`config.mk`:
```
export PLATFORM = sky130hd
export DESIGN_NAME = assembly_source_text_normalizer_core
export DESIGN_NICKNAME = d
export VERILOG_FILES = /design/src/rtl/core/astn_pkg.sv /design/src/rtl/core/assembly_source_text_normalizer_core.sv
export SDC_FILE = /design/constraint.sdc
export NUM_CORES = 1
export LEC_CHECK = 0
export ABC_CLOCK_PERIOD_IN_PS = 6650
export BUFFER_PORTS_ARGS = -buffer_cell sky130_fd_sc_hd__buf_2
export CELL_PAD_IN_SITES_DETAIL_PLACEMENT = 1
export CELL_PAD_IN_SITES_GLOBAL_PLACEMENT = 2
export CORE_MARGIN = 1.5
export CORE_UTILIZATION = 37
export DETAILED_ROUTE_END_ITERATION = 6
export GPL_ROUTABILITY_DRIVEN = 0
export PLACE_DENSITY_LB_ADDON = 0.15
export SLEW_MARGIN = 20
export SYNTH_ARGS = -nofsm -noshare
export SYNTH_HDL_FRONTEND = slang
export SYNTH_SLANG_ARGS = --single-unit
```
`constraint.sdc`:
```
create_clock -name i_clk -period 6.65 [get_ports i_clk]
set_input_delay 1.995 -clock i_clk [delete_from_list [all_inputs] [get_ports i_clk]]
set_output_delay 1.995 -clock i_clk [all_outputs]
set_load 0.005 [all_outputs]
```
`src/rtl/core/astn_pkg.sv`:
```
// Package for the assembly source text normaliser.
// Item types, scan mode codes, result kinds and character constants; no dependencies.
package astn_pkg;

    typedef struct packed {
        logic [7:0] text_byte;
        logic       end_of_text;
    } t_in_item;

    typedef struct packed {
        logic [7:0] out_char;
        logic [1:0] result_kind;
        logic       last;
    } t_out_item;

    localparam logic [2:0] MODE_NORMAL  = 3'd0;
    localparam logic [2:0] MODE_SPACE   = 3'd1;
    localparam logic [2:0] MODE_COMMENT = 3'd2;
    localparam logic [2:0] MODE_NEWLINE = 3'd3;
    localparam logic [2:0] MODE_ERROR   = 3'd4;

    localparam logic [1:0] KIND_CHAR  = 2'd0;
    localparam logic [1:0] KIND_ERROR = 2'd1;
    localparam logic [1:0] KIND_END   = 2'd2;

    localparam logic [7:0] CH_NUL   = 8'h00;
    localparam logic [7:0] CH_TAB   = 8'h09;
    localparam logic [7:0] CH_NL    = 8'h0A;
    localparam logic [7:0] CH_SPACE = 8'h20;
    localparam logic [7:0] CH_COMMA = 8'h2C;
    localparam logic [7:0] CH_DOT   = 8'h2E;
    localparam logic [7:0] CH_COLON = 8'h3A;
    localparam logic [7:0] CH_SEMI  = 8'h3B;
    localparam logic [7:0] CH_UNDER = 8'h5F;
    localparam logic [7:0] CH_UP_A  = 8'h41;
    localparam logic [7:0] CH_UP_Z  = 8'h5A;
    localparam logic [7:0] CH_LO_A  = 8'h61;
    localparam logic [7:0] CH_LO_Z  = 8'h7A;
    localparam logic [7:0] CH_DIG_0 = 8'h30;
    localparam logic [7:0] CH_DIG_9 = 8'h39;
    localparam logic [7:0] CASE_OFS = 8'h20;

    // result queue depth and its pointer width
    localparam int unsigned QDEPTH = 3;
    localparam int unsigned QPW    = 2;

endpackage

```
`src/rtl/core/assembly_source_text_normalizer_core.sv`:
```
// Assembly source text normaliser core: scan state machine and result queue.
// Depends on astn_pkg.
//
// Takes one source byte per item and gives the normalised text as result items
// (character, invalid-character error, or end of text), each flagged last on the
// final result of its item. An item is taken in a cycle in which it is offered and the
// input does not stall; its zero, one or two results are written straight into a
// three-entry result queue, and the first result can leave on the next cycle. The input
// stalls while the queue holds two or more results, so a steady stream runs at one item
// per cycle while the receiver does not stall, and each item that yields two results (a
// pending space or newline ahead of a character or an invalid byte, or a newline still
// pending at the end of text) stalls the input behind it.
module assembly_source_text_normalizer_core
    import astn_pkg::*;
(
    input  logic      i_clk,
    input  logic      i_rst_n,
    input  logic      i_in_valid,
    output logic      o_in_stall,
    input  t_in_item  i_in,
    output logic      o_out_valid,
    input  logic      i_out_stall,
    output t_out_item o_out
);

    function automatic logic [QPW-1:0] f_inc(input logic [QPW-1:0] p);
        f_inc = (p == QPW'(QDEPTH - 1)) ? '0 : p + 1'b1;
    endfunction

    logic [2:0]     r_mode, n_mode;
    logic           r_start, n_start;
    t_out_item      r_queue [QDEPTH];
    logic [QPW-1:0] r_rd, r_wr;
    logic [1:0]     r_count, n_count;

    logic       w_acc, w_pop;
    logic [7:0] w_ch;
    logic       w_blank, w_word;

    // first-step bookkeeping: optional pending space/newline, then the plain scan
    logic       w_pre;
    logic [7:0] w_pre_char;
    logic       w_take;
    logic       w_take_start;
    logic       w_tn_emit;
    logic [7:0] w_tn_char;
    logic [1:0] w_tn_kind;
    logic [2:0] w_tn_mode;
    logic       w_tn_start;
    logic       w_end_nl;

    t_out_item  w_res0, w_res1;
    logic [1:0] w_push;

    assign w_acc       = i_in_valid && !o_in_stall;
    assign w_pop       = o_out_valid && !i_out_stall;
    assign o_in_stall  = (r_count > 2'd1);
    assign o_out_valid = (r_count != 2'd0);
    assign o_out       = r_queue[r_rd];

    assign w_ch    = i_in.text_byte;
    assign w_blank = (w_ch == CH_SPACE) || (w_ch == CH_TAB);
    assign w_word  = ((w_ch >= CH_LO_A) && (w_ch <= CH_LO_Z))
                  || ((w_ch >= CH_UP_A) && (w_ch <= CH_UP_Z))
                  || ((w_ch >= CH_DIG_0) && (w_ch <= CH_DIG_9))
                  || (w_ch == CH_UNDER) || (w_ch == CH_COLON)
                  || (w_ch == CH_DOT) || (w_ch == CH_COMMA);

    // scan of a character with nothing pending
    always_comb begin
        w_tn_emit  = 1'b0;
        w_tn_char  = CH_NUL;
        w_tn_kind  = KIND_CHAR;
        w_tn_mode  = MODE_NORMAL;
        w_tn_start = w_take_start;
        if (w_blank) begin
            w_tn_mode = w_take_start ? MODE_NORMAL : MODE_SPACE;
        end else if (w_ch == CH_NL) begin
            w_tn_mode = MODE_NEWLINE;
        end else if (w_ch == CH_SEMI) begin
            w_tn_mode = MODE_COMMENT;
        end else if (w_word) begin
            w_tn_emit  = 1'b1;
            w_tn_char  = ((w_ch >= CH_UP_A) && (w_ch <= CH_UP_Z)) ? w_ch + CASE_OFS : w_ch;
            w_tn_start = 1'b0;
        end else begin
            w_tn_emit = 1'b1;
            w_tn_kind = KIND_ERROR;
            w_tn_mode = MODE_ERROR;
        end
    end

    always_comb begin
        n_mode       = r_mode;
        n_start      = r_start;
        w_pre        = 1'b0;
        w_pre_char   = CH_NUL;
        w_take       = 1'b0;
        w_take_start = r_start;
        w_end_nl     = (r_mode == MODE_NEWLINE) && !r_start;
        if (i_in.end_of_text) begin
            n_mode  = MODE_NORMAL;
            n_start = 1'b1;
        end else if (w_ch != CH_NUL) begin
            case (r_mode)
                MODE_ERROR: begin
                end
                MODE_COMMENT: begin
                    if (w_ch == CH_NL) n_mode = MODE_NEWLINE;
                end
                MODE_NEWLINE: begin
                    if (w_ch == CH_NL || w_blank) begin
                    end else if (w_ch == CH_SEMI) begin
                        n_mode = MODE_COMMENT;
                    end else begin
                        w_pre        = !r_start;
                        w_pre_char   = CH_NL;
                        w_take       = 1'b1;
                        w_take_start = 1'b0;
                    end
                end
                MODE_SPACE: begin
                    if (w_blank) begin
                    end else if (w_ch == CH_NL) begin
                        n_mode = MODE_NEWLINE;
                    end else if (w_ch == CH_SEMI) begin
                        n_mode = MODE_COMMENT;
                    end else begin
                        w_pre      = 1'b1;
                        w_pre_char = CH_SPACE;
                        w_take     = 1'b1;
                    end
                end
                MODE_NORMAL: begin
                    w_take = 1'b1;
                end
                default: begin
                    n_mode = MODE_ERROR;
                end
            endcase
            if (w_take) begin
                n_mode  = w_tn_mode;
                n_start = w_tn_start;
            end
        end
    end

    // pack the results of this item into queue order
    always_comb begin
        w_res0 = '{out_char: CH_NUL, result_kind: KIND_CHAR, last: 1'b1};
        w_res1 = '{out_char: CH_NUL, result_kind: KIND_CHAR, last: 1'b1};
        w_push = 2'd0;
        if (i_in.end_of_text) begin
            if (w_end_nl) begin
                w_res0 = '{out_char: CH_NL, result_kind: KIND_CHAR, last: 1'b0};
                w_res1 = '{out_char: CH_NUL, result_kind: KIND_END, last: 1'b1};
                w_push = 2'd2;
            end else begin
                w_res0 = '{out_char: CH_NUL, result_kind: KIND_END, last: 1'b1};
                w_push = 2'd1;
            end
        end else begin
            if (w_pre) begin
                w_res0 = '{out_char: w_pre_char, result_kind: KIND_CHAR,
                           last: !(w_take && w_tn_emit)};
                w_res1 = '{out_char: w_tn_char, result_kind: w_tn_kind, last: 1'b1};
                w_push = (w_take && w_tn_emit) ? 2'd2 : 2'd1;
            end else if (w_take && w_tn_emit) begin
                w_res0 = '{out_char: w_tn_char, result_kind: w_tn_kind, last: 1'b1};
                w_push = 2'd1;
            end
        end
    end

    assign n_count = r_count + (w_acc ? w_push : 2'd0) - {1'b0, w_pop};

    always_ff @(posedge i_clk) begin
        if (!i_rst_n) begin
            r_mode  <= MODE_NORMAL;
            r_start <= 1'b1;
            r_rd    <= '0;
            r_wr    <= '0;
            r_count <= 2'd0;
        end else begin
            r_count <= n_count;
            if (w_pop) r_rd <= f_inc(r_rd);
            if (w_acc) begin
                r_mode  <= n_mode;
                r_start <= n_start;
                case (w_push)
                    2'd1: r_wr <= f_inc(r_wr);
                    2'd2: r_wr <= f_inc(f_inc(r_wr));
                    default: r_wr <= r_wr;
                endcase
            end
        end
    end

    // queue payload, no reset
    always_ff @(posedge i_clk) begin
        if (w_acc && (w_push != 2'd0)) begin
            r_queue[r_wr] <= w_res0;
            if (w_push == 2'd2) r_queue[f_inc(r_wr)] <= w_res1;
        end
    end

    a_ptr_count: assert property (@(posedge i_clk) disable iff (!i_rst_n)
        (r_count == 2'd3) ? (r_wr == r_rd)
        : ((r_count == 2'd0) ? (r_wr == r_rd)
        : ((r_count == 2'd1) ? (r_wr == f_inc(r_rd)) : (r_wr == f_inc(f_inc(r_rd))))))
        else $error("result queue pointers disagree with count");

    a_end_resets: assert property (@(posedge i_clk) disable iff (!i_rst_n)
        (w_acc && i_in.end_of_text) |=> (r_mode == MODE_NORMAL) && r_start)
        else $error("scan state not restored after end of text");

    a_error_holds: assert property (@(posedge i_clk) disable iff (!i_rst_n)
        (r_mode == MODE_ERROR && !(w_acc && i_in.end_of_text)) |=> (r_mode == MODE_ERROR))
        else $error("error mode left before end of text");

    a_space_not_start: assert property (@(posedge i_clk) disable iff (!i_rst_n)
        (r_mode == MODE_SPACE) |-> !r_start)
        else $error("space run pending at text start");

endmodule

```
Word level (Yosys, flattened, before mapping)
Memory sizes are Yosys's and may differ from the RTL's. A register that Yosys moved wholly into a read port is not among the register bits.
Index checks and enable logic that the tools add are counted.
Widths: inputs -> output; s select.
{ "word_totals": {"wordCells": 151, "out_inout_bits": 13, "mem_bits_rw": 33, "regBits": 10, "mem_count": 1, "in_bits": 13} }
{ "op_classes": {"eq_ne": 21, "muxes": 80, "reduce_logical": 31, "addsub": 6, "order_cmp": 7} }
{ "mem_list": {"columns": ["name", "words", "width", "rd", "rd_clocked_by_memory_dff", "write_ports", "line", "source"], "rows": [
  ["r_queue", 3, 11, 1, 1, 2, "assembly_source_text_normalizer_core.sv:32", "t_out_item r_queue [QDEPTH];"]
]} }
{ "op_table": {"columns": ["op", "n"], "rows": [
  ["$mux 11", 5],
  ["$eq 8x6->1 const B", 5],
  ["$mux 8", 5],
  ["$mux 3", 13],
  ["$mux 1", 35],
  ["$mux 6", 4],
  ["$mux 2", 10],
  ["$eq 8x4->1 const B", 2],
  ["$ge 8x7->1 const B", 2],
  ["$le 8x7->1 const B", 2],
  ["$pmux 3 s4", 1],
  ["$pmux 6 s2", 1],
  ["$reduce_bool 2->1", 5],
  ["$add 8x6->8 const B", 1],
  ["$eq 2x2->1 const B", 4],
  ["$eq 8x7->1 const B", 1],
  ["$ge 8x6->1 const B", 1],
  ["$le 8x6->1 const B", 1],
  ["$logic_and 1x1->1", 8],
  ["$logic_or 1x1->1", 8],
  ["$mux 4", 2],
  ["$ne 4x4->1 const B", 2],
  ["$reduce_bool 8->1", 1],
  ["$mux 7", 1],
  ["19 further kinds", 25]
]} }

Logic depth before layout (Yosys ltp)
{ "logic_depth": {"word_depth": 17, "depth_mapped": 18, "ltp_nobuf": 15} }

Worst setup path before layout
OpenSTA, ideal clock, no wires.
{ "synth_path": {"path_kind": "in2reg", "startpoint": "input i_in[4] (netlist name)", "endpoint": "memory r_queue[2][10] (netlist name) (enable)", "setup_ns": 0.340, "path_buffers": 3, "stages": 16, "arrival_ns": 5.068, "path_slack_ns": 1.242, "cell_sequence": "buf_6 -> buf_2 -> nor3b_1 -> o211ai_1 -> nand2_1 -> nor3b_2 -> and2_1 -> ha_1 -> inv_1 -> o21ai_1 -> inv_1 -> ha_1 -> nor4b_1 -> clkbuf_1 -> nand2_1 -> nand2_1"} }
{ "synth_lines": {"columns": ["element", "line", "source"], "rows": [
  ["from (decl)", "assembly_source_text_normalizer_core.sv:20", "input t_in_item i_in,"],
  ["to (decl)", "assembly_source_text_normalizer_core.sv:32", null]
]} }

==> results.json <==
{
  "outcome": "complete, no violations",
  "route.met3.wl_um": 130,
  "powerDensity_nw_per_um2": 256.2,
  "detail_route.vias_per_cell": 5.529,
  "dieArea_um2": 8096,
  "wl_met2_um": 3204,
  "p_leak_nw": 1.149,
  "finalCritPeriodShare_pct": 85.41,
  "cp.required_ns": 6.58,
  "io_buffers": 25,
  "firstDrtPassIters": 4,
  "synth_nets": 321,
  "synth_top_cell_by_area": "edfxtp_1",
  "crit_chain": "buf_2 > and3b_1 > o211ai_1 > nand2_1 > nor3b_2 > and2_1 > ha_1 > inv_1 > o21ai_1 > inv_1 > ha_1 > nor4b_2 > buf_4 > nand2_1 > nand2_1",
  "globalRouteTotalUtil_pct": 17.92,
  "cts_setup_buffers": 0,
  "hold_class": "reg -> reg",
  "setup_violations": 0,
  "yosysMostFrequentCell": "nor2_1",
  "synth_top_area_share_pct": 32.19,
  "fin_nets": 337,
  "root_buffer": "clkbuf_8",
  "grt_first_pass_wirelength_um": 11830,
  "fillers": 888,
  "die_x_um": 89.98,
  "cp-end-kind": "flip-flop",
  "worstPathArrival_ns": 5.60,
  "max_freq_mhz": 176.1,
  "cts_resized": 0,
  "holdWs_ns": 0.5030,
  "hold_viol_final": 0,
  "drive_above_1_share_pct": 15.14,
  "core_area_um2": 7292,
  "rsz0062_at_grt": "false",
  "worst_pin_slew_ns": 0.8744,
  "grt_overflow": 0,
  "drv_cap": 0,
  "clock_skew_ns": 0.01658,
  "num_rows": 31,
  "routed.top_layer": "met4",
  "cp_slowest_stage_delay_ns": 0.46,
  "cts_buffer_depth": 2,
  "yosysSeqAreaShare_pct": 42.91,
  "stdcell_count": 416,
  "wirelength_um": 7044,
  "synth_edf_count": 30,
  "yosys_warnings": 0,
  "num_vias": 2300,
  "path_max_fanout": 15,
  "slew_viol_final": 0,
  "drc": 0,
  "slowest_stage": "nor3b_2",
  "pin_count": 26,
  "synthCells": 300,
  "grt_max_degree": 23,
  "path_clk_slew_ns": 0.10,
  "stdcell_area_um2": 3092,
  "ys_ff_latch": 45,
  "ir_worst_vdd_mv": 0.1633,
  "cts_tree": "yes",
  "reg2reg_slack_ns": 3.05,
  "postSynthAreaPerCell_um2": 9.330,
  "dpl.hpwl_um": 5267,
  "initial_core_util_pct": 38.38,
  "dp_cells": 408,
  "antenna_found_initial": 0,
  "critPathKind": "in -> reg",
  "ant_nets": 0,
  "cts_hold_buf": 0,
  "synth_cell_types": 59,
  "cts_made_buffers": 5,
  "startpoint_type": "input pin",
  "first_iter_violations": 117,
  "clk_latency_ns": 0.29,
  "ys_top_cells_by_area": "edfxtp_1, dfxtp_1, mux2i_1",
  "area_growth_pct": 10.46,
  "die_y_um": 89.98,
  "period_needed_ns": 5.680,
  "fin_tns_setup_ns": 0,
  "cts-htree-levels": 2,
  "synth_ff_type": "edfxtp_1",
  "wl_per_cell_um": 16.93,
  "crit_top_cell": "nand2_1",
  "synth_common_cells": "nor2_1, edfxtp_1, nand2_1, o21ai_0, dfxtp_1",
  "slew_headroom_pct": 40.89,
  "cts_sinks": 45,
  "netlist_area_um2": 2799,
  "diodes": 0,
  "wl_met1_um": 3661,
  "grt_pass1_vias": 2285,
  "postPlaceCellArea_um2": 2973,
  "ys_async_sr_fraction_pct": 0
}
[per-layer routing]
| layer | track usage (%) | up-vias |
|---|---|---|
| li1 | - | 1152 |
| met1 | 25.64 | 1120 |
| met2 | 29.13 | 24 |
| met3 | 2.369 | 4 |
| met4 | 3.439 | 0 |
| met5 | 0 | - |
[path summary, 6_finish.rpt]
kind                                     from             to  depth (start not counted)
worst max-delay path                  i_in[6]  r_queue[2][6]                         15
worst min-delay path            r_queue[1][0]  r_queue[1][0]                          2
worst max register to register      r_mode[0]  r_queue[2][6]                         12
worst min register to register  r_queue[1][0]  r_queue[1][0]                          2
[state kept, by name, indices dropped and copies added, names as in the netlist, named ones only]
| name | cells |
|---|---|
| r_count | 2 |
| r_mode | 3 |
| r_queue | 33 |
| r_rd | 2 |
| r_start | 1 |
| r_wr | 2 |
[cell families (layout without fill, tap and decap cells)]
kind of cell	after synthesis	count (layout)	synth area share [%]
and+or+nand+nor	131	131	25.17
AOI/OAI and AO/OA	72	72	17.70
DFF	45	45	42.91
buffers and inverters	27	44	4.649
muxes	14	14	5.051
adders and majority gates	8	8	3.576
xor gates and xnor gates	3	3	0.9389
[cell type report]
type	instances	area (µm²)	area share [%]
clock buffer	6	82.58	2.671
clock inverter	2	36.28	1.174
inverter	9	33.78	1.093
multi-input combinational	228	1474	47.67
sequential	45	1201	38.85
tap	99	123.9	4.006
timing repair buffer	27	140.1	4.533
[layout by cell type, fill, tap and decap left out, drive strengths merged, types with 2 or more instances in the layout]
cell and instances:
a21boi 2, a21o 2, a21oi 13, a22oi 2, a31oi 2, a32o 8, and2 7, and3 10
buf 27, clkbuf 6, dfxtp 15, edfxtp 30, ha 8, inv 10, mux2i 13, nand2 24
nand2b 9, nand3 7, nand4 5, nand4b 2, nor2 33, nor2b 3, nor3 9, nor3b 5
nor4 4, nor4b 2, o211ai 4, o21a 2, o21ai 22, o22ai 2, o311a 2, o31ai 3
or2 3, or3 2, or4 2, xnor2 3
[worst max-delay path, delay by kind of cell]
| family | cells | cell delay, ns |
|---|---|---|
| simple gates | 7 | 1.80 |
| compound gates | 2 | 0.77 |
| buf+inv | 4 | 0.59 |
| fa+ha+maj | 2 | 0.42 |
[report_power, final]
group / internal [W] / total (W) / leakage [nW] / switching (W)
clock network: 0.000123 / 0.000216 / 0.0617 / 0.0000939
registers: 0.000333 / 0.000364 / 0.419 / 0.0000308
logic: 0.0000953 / 0.000212 / 0.669 / 0.000117
total: 0.000551 / 0.000792 / 1.15 / 0.000241
[per-stage QoR]
stage          util, %  total power (W)  setup WS [ns]
2_1_floorplan        -        0.0005131          1.242
3_3_place_gp     40.77        0.0005833         0.7452
3_5_place_dp     40.77        0.0005844         0.6774
4_1_cts          42.40        0.0008012         0.9617
5_1_grt          42.40        0.0008413         0.6217
6_report         42.40        0.0007921         0.9703
No activity file was read; power rests on OpenSTA's default activity.
